<file path="src/rtl/assert_macros.svh">
// Assertion macros shared by the stepper phase sequencer RTL.
`ifndef ASSERT_MACROS_SVH
`define ASSERT_MACROS_SVH

// Check a property on every rising clk edge outside reset.
`define SPS_ASSERT(label, prop, msg) \
    label: assert property (@(posedge clk) disable iff (!rst_n) (prop)) else $error(msg);

// Check a property on every rising clk edge, reset included.
`define SPS_ASSERT_ALWAYS(label, prop, msg) \
    label: assert property (@(posedge clk) (prop)) else $error(msg);

`endif

</file>
<file path="src/rtl/sps_pkg.sv">
// Package with types, codes and phase tables of the stepper phase sequencer.
package sps_pkg;

    localparam int TPS_W   = 27;
    localparam int SPEED_W = 31;
    localparam int POS_W   = 32;
    localparam int RATE_W  = 32;
    localparam int VAL_W   = 32;
    localparam int BITCNT_W = $clog2(TPS_W);

    // Command codes.
    typedef enum logic [1:0] {
        FUNC_TICK      = 2'd0,
        FUNC_POWER_ON  = 2'd1,
        FUNC_POWER_OFF = 2'd2,
        FUNC_MOVE      = 2'd3
    } func_t;

    // Move modes; the two upper codes are unsupported.
    localparam logic [1:0] MODE_POSITION = 2'd0;
    localparam logic [1:0] MODE_VELOCITY = 2'd1;

    // Result status codes.
    localparam logic [1:0] STATUS_OK          = 2'd0;
    localparam logic [1:0] STATUS_POWERED_OFF = 2'd1;
    localparam logic [1:0] STATUS_BAD_MODE    = 2'd2;

    // Configuration register indexes.
    localparam logic [1:0] REG_TICKS_PER_SECOND   = 2'd0;
    localparam logic [1:0] REG_INITIAL_SPEED      = 2'd1;
    localparam logic [1:0] REG_INITIAL_RESOLUTION = 2'd2;

    // Reset values.
    localparam logic [TPS_W-1:0]   TPS_RESET   = 27'd1000000;
    localparam logic [SPEED_W-1:0] SPEED_RESET = 31'd200;
    localparam logic               HALF_RESET  = 1'b1;

    localparam logic [SPEED_W-1:0] MAG_MAX = {SPEED_W{1'b1}};

    // Pin levels a,c,b,d in bits 3..0.
    localparam logic [3:0] FULL_TABLE [4] = '{4'hC, 4'h6, 4'h3, 4'h9};
    localparam logic [3:0] HALF_TABLE [8] =
        '{4'h8, 4'hC, 4'h4, 4'h6, 4'h2, 4'h3, 4'h1, 4'h9};

    // Pick the coil pattern from the low position bits.
    function automatic logic [3:0] phase_lookup(input logic half, input logic [2:0] pos);
        logic [3:0] pat;
        if (half)
            pat = HALF_TABLE[pos];
        else
            pat = FULL_TABLE[pos[1:0]];
        return pat;
    endfunction

endpackage

</file>
<file path="src/rtl/sps_ifs.sv">
// Handshake interfaces for the command, result and configuration channels.
interface sps_cmd_if;
    import sps_pkg::*;
    logic                     valid;
    logic                     ready;
    logic [1:0]               func;
    logic [1:0]               move_mode;
    logic signed [VAL_W-1:0]  move_value;
    logic [1:0]               move_resolution;

    modport source (output valid, func, move_mode, move_value, move_resolution,
                    input ready);
    modport sink (input valid, func, move_mode, move_value, move_resolution,
                  output ready);
endinterface

interface sps_rsp_if;
    import sps_pkg::*;
    logic                 valid;
    logic                 ready;
    logic [3:0]           phase_pattern;
    logic                 pins_driven;
    logic                 is_running;
    logic                 stepped;
    logic [POS_W-1:0]     position_now;
    logic [SPEED_W-1:0]   steps_left;
    logic [1:0]           status;

    modport source (output valid, phase_pattern, pins_driven, is_running, stepped,
                    position_now, steps_left, status, input ready);
    modport sink (input valid, phase_pattern, pins_driven, is_running, stepped,
                  position_now, steps_left, status, output ready);
endinterface

interface sps_cfg_if;
    import sps_pkg::*;
    logic                 valid;
    logic                 ready;
    logic [1:0]           index;
    logic [SPEED_W-1:0]   data;

    modport source (output valid, index, data, input ready);
    modport sink (input valid, index, data, output ready);
endinterface

</file>
<file path="src/rtl/stepper_phase_sequencer.sv">
// Top level of the four-phase stepper sequencer with its serial interval divider.
//
// Usage: commands arrive on cmd (tick, power on, power off, move); each accepted
// transaction yields exactly one result transaction on rsp with the coil pattern,
// power and run flags, the step flag, position, remaining steps and a status code.
// cfg takes register writes at any time (ready is always high); index 0 sets
// ticks_per_second, used for the next step interval computed. Indexes 1 and 2
// are accepted, but the initial speed and resolution come back to their reset
// values with every reset, so they load speed 200 and half stepping.
// The result is registered and shows in the cycle after acceptance.
// A command that causes no step leaves cmd free for the next one. A command that steps
// starts the step interval division, ticks_per_second / (speed * resolution),
// done by a restoring divider one quotient bit per cycle, so cmd is not taken
// again until the division for a stepping command ends.
// A stalled receiver holds the result register; cmd is then not ready until the
// pending result transaction completes.
// Reset (rst_n low, asynchronous) powers the motor off, stops it, clears the
// position and drops any pending result. No clearing pass is needed.
`include "assert_macros.svh"

module stepper_phase_sequencer
    import sps_pkg::*;
(
    input  logic       clk,
    input  logic       rst_n,
    sps_cmd_if.sink    cmd,
    sps_rsp_if.source  rsp,
    sps_cfg_if.sink    cfg
);

    typedef enum logic {
        ST_IDLE,
        ST_DIV
    } state_t;

    state_t               state_reg, state_next;

    logic [TPS_W-1:0]     tps_reg, tps_next;
    logic                 powered_reg, powered_next;
    logic                 running_reg, running_next;
    logic                 dir_up_reg, dir_up_next;
    logic                 pos_mode_reg, pos_mode_next;
    logic [SPEED_W-1:0]   speed_reg, speed_next;
    logic                 half_reg, half_next;
    logic [POS_W-1:0]     position_reg, position_next;
    logic [SPEED_W-1:0]   remaining_reg, remaining_next;
    logic [TPS_W-1:0]     countdown_reg, countdown_next;

    // Divider: quotient shifts in where the dividend shifts out.
    logic [TPS_W-1:0]     quot_reg, quot_next;
    logic [TPS_W-1:0]     rem_reg, rem_next;
    logic [RATE_W-1:0]    divisor_reg, divisor_next;
    logic [BITCNT_W-1:0]  bitcnt_reg, bitcnt_next;

    // Result register.
    logic                 rsp_valid_reg, rsp_valid_next;
    logic [3:0]           pattern_reg, pattern_next;
    logic                 driven_reg, driven_next;
    logic                 is_running_reg, is_running_next;
    logic                 stepped_reg, stepped_next;
    logic [SPEED_W-1:0]   steps_left_reg, steps_left_next;
    logic [1:0]           status_reg, status_next;

    logic                 cmd_acc;
    logic                 do_worker;
    logic                 val_neg;
    logic [VAL_W-1:0]     val_abs;
    logic [SPEED_W-1:0]   val_mag;
    logic [TPS_W:0]       trial;
    logic                 trial_ge;
    logic [TPS_W:0]       trial_diff;
    logic [TPS_W-1:0]     quot_final;

    assign cmd.ready = (state_reg == ST_IDLE) && (!rsp_valid_reg || rsp.ready);
    assign cmd_acc   = cmd.valid && cmd.ready;
    assign cfg.ready = 1'b1;

    // Magnitude of the move value, saturated to 31 bits.
    assign val_neg = cmd.move_value[VAL_W-1];
    assign val_abs = val_neg ? (~cmd.move_value + 1'b1) : cmd.move_value;
    assign val_mag = val_abs[VAL_W-1] ? MAG_MAX : val_abs[SPEED_W-1:0];

    // One restoring division step.
    assign trial      = {rem_reg, quot_reg[TPS_W-1]};
    assign trial_ge   = {{(RATE_W-TPS_W-1){1'b0}}, trial} >= divisor_reg;
    assign trial_diff = trial - divisor_reg[TPS_W:0];
    assign quot_final = {quot_reg[TPS_W-2:0], trial_ge};

    always_comb
    begin
        state_next      = state_reg;
        tps_next        = tps_reg;
        powered_next    = powered_reg;
        running_next    = running_reg;
        dir_up_next     = dir_up_reg;
        pos_mode_next   = pos_mode_reg;
        speed_next      = speed_reg;
        half_next       = half_reg;
        position_next   = position_reg;
        remaining_next  = remaining_reg;
        countdown_next  = countdown_reg;
        quot_next       = quot_reg;
        rem_next        = rem_reg;
        divisor_next    = divisor_reg;
        bitcnt_next     = bitcnt_reg;
        rsp_valid_next  = rsp_valid_reg;
        pattern_next    = pattern_reg;
        driven_next     = driven_reg;
        is_running_next = is_running_reg;
        stepped_next    = stepped_reg;
        steps_left_next = steps_left_reg;
        status_next     = status_reg;
        do_worker       = 1'b0;

        // Configuration write.
        if (cfg.valid)
        begin
            case (cfg.index)
                REG_TICKS_PER_SECOND:   tps_next = cfg.data[TPS_W-1:0];
                REG_INITIAL_SPEED:      ;
                REG_INITIAL_RESOLUTION: ;
                default:                ;
            endcase
        end

        // Drop the result once the receiver takes it.
        if (rsp_valid_reg && rsp.ready)
            rsp_valid_next = 1'b0;

        // Advance the interval divider one bit.
        if (state_reg == ST_DIV)
        begin
            quot_next = quot_final;
            rem_next  = trial_ge ? trial_diff[TPS_W-1:0] : trial[TPS_W-1:0];
            if (bitcnt_reg == '0)
            begin
                countdown_next = (quot_final == '0) ? TPS_W'(1) : quot_final;
                state_next     = ST_IDLE;
            end
            else
            begin
                bitcnt_next = bitcnt_reg - 1'b1;
            end
        end

        if (cmd_acc)
        begin
            status_next = STATUS_OK;

            // Decode the command.
            case (func_t'(cmd.func))
                FUNC_TICK:
                begin
                    if (running_reg)
                    begin
                        if (countdown_reg <= TPS_W'(1))
                            do_worker = 1'b1;
                        else
                            countdown_next = countdown_reg - 1'b1;
                    end
                end
                FUNC_POWER_ON:
                begin
                    powered_next = 1'b1;
                end
                FUNC_POWER_OFF:
                begin
                    running_next = 1'b0;
                    powered_next = 1'b0;
                end
                FUNC_MOVE:
                begin
                    if (!powered_reg)
                        status_next = STATUS_POWERED_OFF;
                    else if (cmd.move_mode != MODE_POSITION && cmd.move_mode != MODE_VELOCITY)
                        status_next = STATUS_BAD_MODE;
                    else
                    begin
                        if (cmd.move_mode == MODE_POSITION)
                        begin
                            pos_mode_next  = 1'b1;
                            remaining_next = val_mag;
                        end
                        else
                        begin
                            pos_mode_next = 1'b0;
                            speed_next    = val_mag;
                        end
                        half_next    = cmd.move_resolution[1];
                        dir_up_next  = !val_neg && (cmd.move_value != '0);
                        running_next = 1'b1;
                        do_worker    = 1'b1;
                    end
                end
                default: ;
            endcase

            // Take one step and start the interval division, or stop if no step can be taken.
            stepped_next = 1'b0;
            if (do_worker)
            begin
                if (!(powered_next && running_next && speed_next != '0))
                begin
                    running_next = 1'b0;
                end
                else
                begin
                    stepped_next  = 1'b1;
                    position_next = dir_up_next ? position_reg + 1'b1 : position_reg - 1'b1;
                    if (pos_mode_next && remaining_next != '0)
                        remaining_next = remaining_next - 1'b1;
                    if (pos_mode_next && remaining_next == '0)
                        running_next = 1'b0;
                    quot_next    = tps_reg;
                    rem_next     = '0;
                    divisor_next = half_next ? {speed_next, 1'b0} : {1'b0, speed_next};
                    bitcnt_next  = BITCNT_W'(TPS_W - 1);
                    state_next   = ST_DIV;
                end
            end

            // Load the result register.
            rsp_valid_next  = 1'b1;
            pattern_next    = powered_next ? phase_lookup(half_next, position_next[2:0])
                                           : 4'h0;
            driven_next     = powered_next;
            is_running_next = running_next;
            steps_left_next = remaining_next;
        end
    end

    // Hold state and registered outputs.
    always_ff @(posedge clk or negedge rst_n)
    begin
        if (!rst_n)
        begin
            state_reg      <= ST_IDLE;
            tps_reg        <= TPS_RESET;
            powered_reg    <= 1'b0;
            running_reg    <= 1'b0;
            dir_up_reg     <= 1'b1;
            pos_mode_reg   <= 1'b1;
            speed_reg      <= SPEED_RESET;
            half_reg       <= HALF_RESET;
            position_reg   <= '0;
            remaining_reg  <= '0;
            countdown_reg  <= '0;
            quot_reg       <= '0;
            rem_reg        <= '0;
            divisor_reg    <= '0;
            bitcnt_reg     <= '0;
            rsp_valid_reg  <= 1'b0;
            pattern_reg    <= '0;
            driven_reg     <= 1'b0;
            is_running_reg <= 1'b0;
            stepped_reg    <= 1'b0;
            steps_left_reg <= '0;
            status_reg     <= STATUS_OK;
        end
        else
        begin
            state_reg      <= state_next;
            tps_reg        <= tps_next;
            powered_reg    <= powered_next;
            running_reg    <= running_next;
            dir_up_reg     <= dir_up_next;
            pos_mode_reg   <= pos_mode_next;
            speed_reg      <= speed_next;
            half_reg       <= half_next;
            position_reg   <= position_next;
            remaining_reg  <= remaining_next;
            countdown_reg  <= countdown_next;
            quot_reg       <= quot_next;
            rem_reg        <= rem_next;
            divisor_reg    <= divisor_next;
            bitcnt_reg     <= bitcnt_next;
            rsp_valid_reg  <= rsp_valid_next;
            pattern_reg    <= pattern_next;
            driven_reg     <= driven_next;
            is_running_reg <= is_running_next;
            stepped_reg    <= stepped_next;
            steps_left_reg <= steps_left_next;
            status_reg     <= status_next;
        end
    end

    assign rsp.valid         = rsp_valid_reg;
    assign rsp.phase_pattern = pattern_reg;
    assign rsp.pins_driven   = driven_reg;
    assign rsp.is_running    = is_running_reg;
    assign rsp.stepped       = stepped_reg;
    assign rsp.position_now  = position_reg;
    assign rsp.steps_left    = steps_left_reg;
    assign rsp.status        = status_reg;

    `SPS_ASSERT(a_step_needs_power, rsp.valid && rsp.stepped |-> rsp.pins_driven, "step while unpowered")
    `SPS_ASSERT(a_run_needs_power, rsp.valid && rsp.is_running |-> rsp.pins_driven, "running while unpowered")
    `SPS_ASSERT(a_reject_no_step, rsp.valid && rsp.status != STATUS_OK |-> !rsp.stepped, "rejected move stepped")
    `SPS_ASSERT(a_interval_nonzero, state_reg == ST_DIV && bitcnt_reg == '0 |=> countdown_reg != '0, "zero step interval")
    `SPS_ASSERT(a_step_starts_div, cmd_acc && stepped_next |=> state_reg == ST_DIV, "step without interval division")

endmodule
</file>
<file path="src/flat_wrapper.sv">
// flat-port wrapper written by rule: the top's interface ports become plain ports
module stepper_phase_sequencer_flat import sps_pkg::*;
  (clk, rst_n, cmd_valid, cmd_func, cmd_move_mode, cmd_move_value, cmd_move_resolution, cmd_ready, rsp_valid, rsp_phase_pattern, rsp_pins_driven, rsp_is_running, rsp_stepped, rsp_position_now, rsp_steps_left, rsp_status, rsp_ready, cfg_valid, cfg_index, cfg_data, cfg_ready);
  sps_cmd_if cmd_i ();
  sps_rsp_if rsp_i ();
  sps_cfg_if cfg_i ();
  input  logic clk;
  input  logic rst_n;
  input wire logic [$bits(cmd_i.valid)-1:0] cmd_valid;
  input wire logic [$bits(cmd_i.func)-1:0] cmd_func;
  input wire logic [$bits(cmd_i.move_mode)-1:0] cmd_move_mode;
  input wire logic [$bits(cmd_i.move_value)-1:0] cmd_move_value;
  input wire logic [$bits(cmd_i.move_resolution)-1:0] cmd_move_resolution;
  output wire logic [$bits(cmd_i.ready)-1:0] cmd_ready;
  output wire logic [$bits(rsp_i.valid)-1:0] rsp_valid;
  output wire logic [$bits(rsp_i.phase_pattern)-1:0] rsp_phase_pattern;
  output wire logic [$bits(rsp_i.pins_driven)-1:0] rsp_pins_driven;
  output wire logic [$bits(rsp_i.is_running)-1:0] rsp_is_running;
  output wire logic [$bits(rsp_i.stepped)-1:0] rsp_stepped;
  output wire logic [$bits(rsp_i.position_now)-1:0] rsp_position_now;
  output wire logic [$bits(rsp_i.steps_left)-1:0] rsp_steps_left;
  output wire logic [$bits(rsp_i.status)-1:0] rsp_status;
  input wire logic [$bits(rsp_i.ready)-1:0] rsp_ready;
  input wire logic [$bits(cfg_i.valid)-1:0] cfg_valid;
  input wire logic [$bits(cfg_i.index)-1:0] cfg_index;
  input wire logic [$bits(cfg_i.data)-1:0] cfg_data;
  output wire logic [$bits(cfg_i.ready)-1:0] cfg_ready;
  assign cmd_i.valid = cmd_valid;
  assign cmd_i.func = cmd_func;
  assign cmd_i.move_mode = cmd_move_mode;
  assign cmd_i.move_value = cmd_move_value;
  assign cmd_i.move_resolution = cmd_move_resolution;
  assign cmd_ready = cmd_i.ready;
  assign rsp_valid = rsp_i.valid;
  assign rsp_phase_pattern = rsp_i.phase_pattern;
  assign rsp_pins_driven = rsp_i.pins_driven;
  assign rsp_is_running = rsp_i.is_running;
  assign rsp_stepped = rsp_i.stepped;
  assign rsp_position_now = rsp_i.position_now;
  assign rsp_steps_left = rsp_i.steps_left;
  assign rsp_status = rsp_i.status;
  assign rsp_i.ready = rsp_ready;
  assign cfg_i.valid = cfg_valid;
  assign cfg_i.index = cfg_index;
  assign cfg_i.data = cfg_data;
  assign cfg_ready = cfg_i.ready;
  stepper_phase_sequencer u_core (.clk(clk), .rst_n(rst_n), .cmd(cmd_i), .rsp(rsp_i), .cfg(cfg_i));
endmodule
</file>
<file path="config.mk">
export PLATFORM = sky130hd
export DESIGN_NAME = stepper_phase_sequencer_flat
export DESIGN_NICKNAME = d
export VERILOG_FILES = /design/src/rtl/sps_pkg.sv /design/src/rtl/sps_ifs.sv /design/src/rtl/stepper_phase_sequencer.sv /design/src/flat_wrapper.sv
export VERILOG_INCLUDE_DIRS = /design/src /design/src/rtl
export SDC_FILE = /design/constraint.sdc
export NUM_CORES = 1
export LEC_CHECK = 0
export BUFFER_PORTS_ARGS = -buffer_cell sky130_fd_sc_hd__buf_4
export CAP_MARGIN = 10
export CORE_MARGIN = 2
export CORE_UTILIZATION = 63
export CTS_BUF_LIST = sky130_fd_sc_hd__clkbuf_8
export DETAILED_ROUTE_END_ITERATION = 8
export PLACE_DENSITY = 0.86
export RECOVER_POWER = 25
export SYNTH_ARGS = -nofsm -noshare
export SYNTH_HDL_FRONTEND = slang
export SYNTH_SLANG_ARGS = --single-unit
</file>
<file path="constraint.sdc">
create_clock -name clk -period 4.7 [get_ports clk]
set_input_delay 0.705 -clock clk [delete_from_list [all_inputs] [get_ports clk]]
set_output_delay 0.705 -clock clk [all_outputs]
set_load 0.005 [all_outputs]
</file>
==> out/metrics.csv <==
metric,value,unit
status,finished with violations,
violations,"max-capacitance violations, max-slew violations",
finalCritPeriodShare,0.946,
finalCoreUtilization,0.762,
syn_avg_cell_area,8.59,sq um
syn_nets,2155,
grt_setup_unrepaired,no,
cpMostUsedCell,buf_4,
drt-total-wl,50200,um
power.total,6910,uW
dp.cells,2529,
grt_pass1_wl,81400,um
maxSlewViolCount,134,
drt_iter0_drc,1557,
clkLatencyLatePin,0.60,ns
globalRouteMet1Util,0.476,
synthAdderAreaFrac,0.0531,
die_y,169,um
worst_hold_slack,0.334,ns
synth_seq_cells,253,
antenna_left,0,
crit_arrival,4.91,ns
slowest_stage,or4_4,
worst_slew_pin_slew,3.39,ns
drc_errors,0,
finalCriticalPeriod,4.45,ns
crit_chain,buf_4 -> or4_4 -> or3_1 -> nor3_1 -> and2_1 -> o31a_4 -> buf_4 -> buf_4 -> ha_1 -> a211oi_1 -> nand2_1 -> o221ai_1 -> a21boi_1 -> o31ai_2 -> o21ai_2 -> o21a_1 -> or3_1 -> a31o_2,
worstSetupPathType,input port to register,
hp-class,input port to register,
synth_compound_area_frac,0.212,
die_area,28700,sq um
cpPeakStageDelay,0.53,ns
cp_data_required_time,5.16,ns
skew,0.0450,ns
crit_fanout,9,
row_count,60,
gp_congestion,0.981,
grt_usage,0.348,
powerDensity,338,nW/um^2
num_vias,16500,
pin_count,151,
cts.clk_slew.worst_paths,0.06,ns
r2r_start,u_core.countdown_reg[12]$_DFF_PN0_,
synth.area.mux_share,0.0659,
ys.warnings.count,0,
fmax,225,MHz
slew-limit-headroom,-1.26,
crit_buf_inv,3,
synthSimpleGateAreaFrac,0.206,
synth_flop_cell,dfrtp_1,
clock_path_buffers,3,
crit_end,u_core.rsp.position_now[28]$_DFFE_PN0P_,
path_delay_family,simple AND/OR/NAND/NOR gates,
portBuffers,144,
use_met3,0.0492,
syn_to_final_growth,18.7,%
drive_gt1_frac,0.206,
cts-buffers-inserted,45,
synth_top_area_share,0.348,
synth-async-reset-ratio,1.00,
grt-busiest-layer,met2,
synth.most_common_cell,nand2_1,
synth_xor_area_frac,0.0507,
max_cap_violations,1,
clockRootBuffer,clkbuf_8,
final_hold_viol_count,0,
viasPerCell,6.31,
start_kind,input port,
synth-edff-count,0,
cp_num_cells,18,
synth.yosys.seq_area_share,0.368,
cts_tree,done,
use_met2,0.573,
core,26900,sq um
grt_pass1_vias,16100,
cts.htree.levels,2,
final_cells,2610,
synth_cell_types,90,
synth_commonest_cells,"nand2_1 (242), dfrtp_1 (240), nor2_1 (190)",
reg2reg_to,u_core.rsp.steps_left[25]$_DFFE_PN0P_,
first_pass_iters,6,
die_width,169,um
wl_per_cell,19.2,um
synth_top_family_by_area,compound AO/OA/AOI/OAI gates,
r2r_setup_slack,0.59,ns
synth_area_leader_cell,dfrtp_1,
finalSetupViolCount,0,
overflow,0,
ir_drop,0.245,mV
synth_cells,2007,
synth_area,17200,sq um
synthTopCellsByArea,"dfrtp_1 (35%), nand2_1 (5.3%), ha_1 (5.1%), o21ai_0 (4.4%), mux2i_1 (4.2%)",
n_antenna_cell,0,
antenna_found_initial,0,
dp_hpwl,36300,um
cts.hold.buffers_added,0,
end_kind,register,
p_leak,0.00921,uW
numClockSinks,253,
startpoint,cmd_move_value[20],
nets,2383,
initial_core_util,0.641,
r2r_cells,13,
grt_max_degree,134,
-- worst min path at each step --
| stage | slack (ns) | end | cells past startpoint | startpoint |
|---|---|---|---|---|
| 3_3_place_gp | 0.45 | u_core.speed_reg[6]$_DFFE_PN1P_ | 2 | u_core.speed_reg[6]$_DFFE_PN1P_ |
| 2_1_floorplan | 0.41 | u_core.bitcnt_reg[0]$_DFF_PN0_ | 0 | rst_n |
| 3_5_place_dp | 0.47 | u_core.divisor_reg[30]$_DFFE_PN0P_ | 2 | u_core.divisor_reg[30]$_DFFE_PN0P_ |
| 6_report | 0.33 | u_core.tps_reg[5]$_DFFE_PN0P_ | 2 | cfg_data[5] |
| 5_1_grt | 0.33 | u_core.tps_reg[5]$_DFFE_PN0P_ | 2 | cfg_data[5] |
| 4_1_cts | 0.29 | u_core.tps_reg[5]$_DFFE_PN0P_ | 1 | rst_n |
-- kinds of logic (layout without fill, tap and decap cells) --
logic type,Yosys count,after routing
AND/OR/NAND/NOR,726,726
XOR/XNOR,99,99
buffers and inverters,182,444
other,1,1
AO/OA/AOI/OAI,565,565
adder cells (fa/ha/maj),72,72
multiplexers,109,109
flip-flops,253,253
-- metal layers --
metal | wire (um) | part of all wire
met2 | 23800 | 0.47
met3 | 3370 | 0.067
met5 | 0 | 0
met4 | 1530 | 0.031
met1 | 21500 | 0.43
-- stage by stage --
stage                     TNS, ns  setup slack, ns  instance area [sq um]
final                           0            0.252                  20500
after global routing            0           0.0194                  20500
after CTS                       0            0.306                  20500
after detailed placement    -1.16           -0.308                  19500
after global placement     -0.353           -0.205                  19500
after floorplan           -0.0995          -0.0995                  17300
-- layout make-up --
cell class | instances | area [sq um]
Fill cell | 1888 | 6410
Timing Repair Buffer | 292 | 2240
Inverter | 71 | 267
Clock inverter | 28 | 245
Multi-Input combinational cell | 1572 | 10200
Clock buffer | 53 | 729
Tap cell | 341 | 427
Sequential cell | 253 | 6350
-- layout by cell type, fill, tap and decap left out, types with 14 or more instances in the layout --
cell type / synthesis / final
ha_1: 70 / 69
nand2b_1: 22 / 22
a31oi_1: 17 / 17
nor4_1: 32 / 32
a21o_1: 24 / 24
xor2_1: 41 / 41
nor3_1: 65 / 64
o21a_1: 21 / 21
clkbuf_8: 0 / 53
a211oi_1: 41 / 41
dfrtp_1: 240 / 239
o211ai_1: 18 / 18
nand4_1: 14 / 14
mux2_2: 36 / 36
xnor2_1: 57 / 57
o21ai_0: 151 / 149
nand2_1: 242 / 241
nor2_1: 190 / 188
or3_1: 21 / 21
o31ai_1: 25 / 24
mux2i_1: 73 / 72
nand3_1: 33 / 33
a21oi_1: 143 / 141
inv_1: 71 / 90
buf_4: 3 / 285
-- report_power, final --
| part | internal [uW] | leakage, uW | switching (uW) |
|---|---|---|---|
| Combinational | 929 | 0.00550 | 1090 |
| Sequential | 2430 | 0.00314 | 234 |
| Clock | 1260 | 0.000567 | 975 |
| Total | 4610 | 0.00921 | 2300 |
-- repair_timing --
item	CTS	global route
gates resized for setup	0	3
setup endpoints to repair	0	1
buffers inserted	0	0
(Power assumes the default switching activity.)
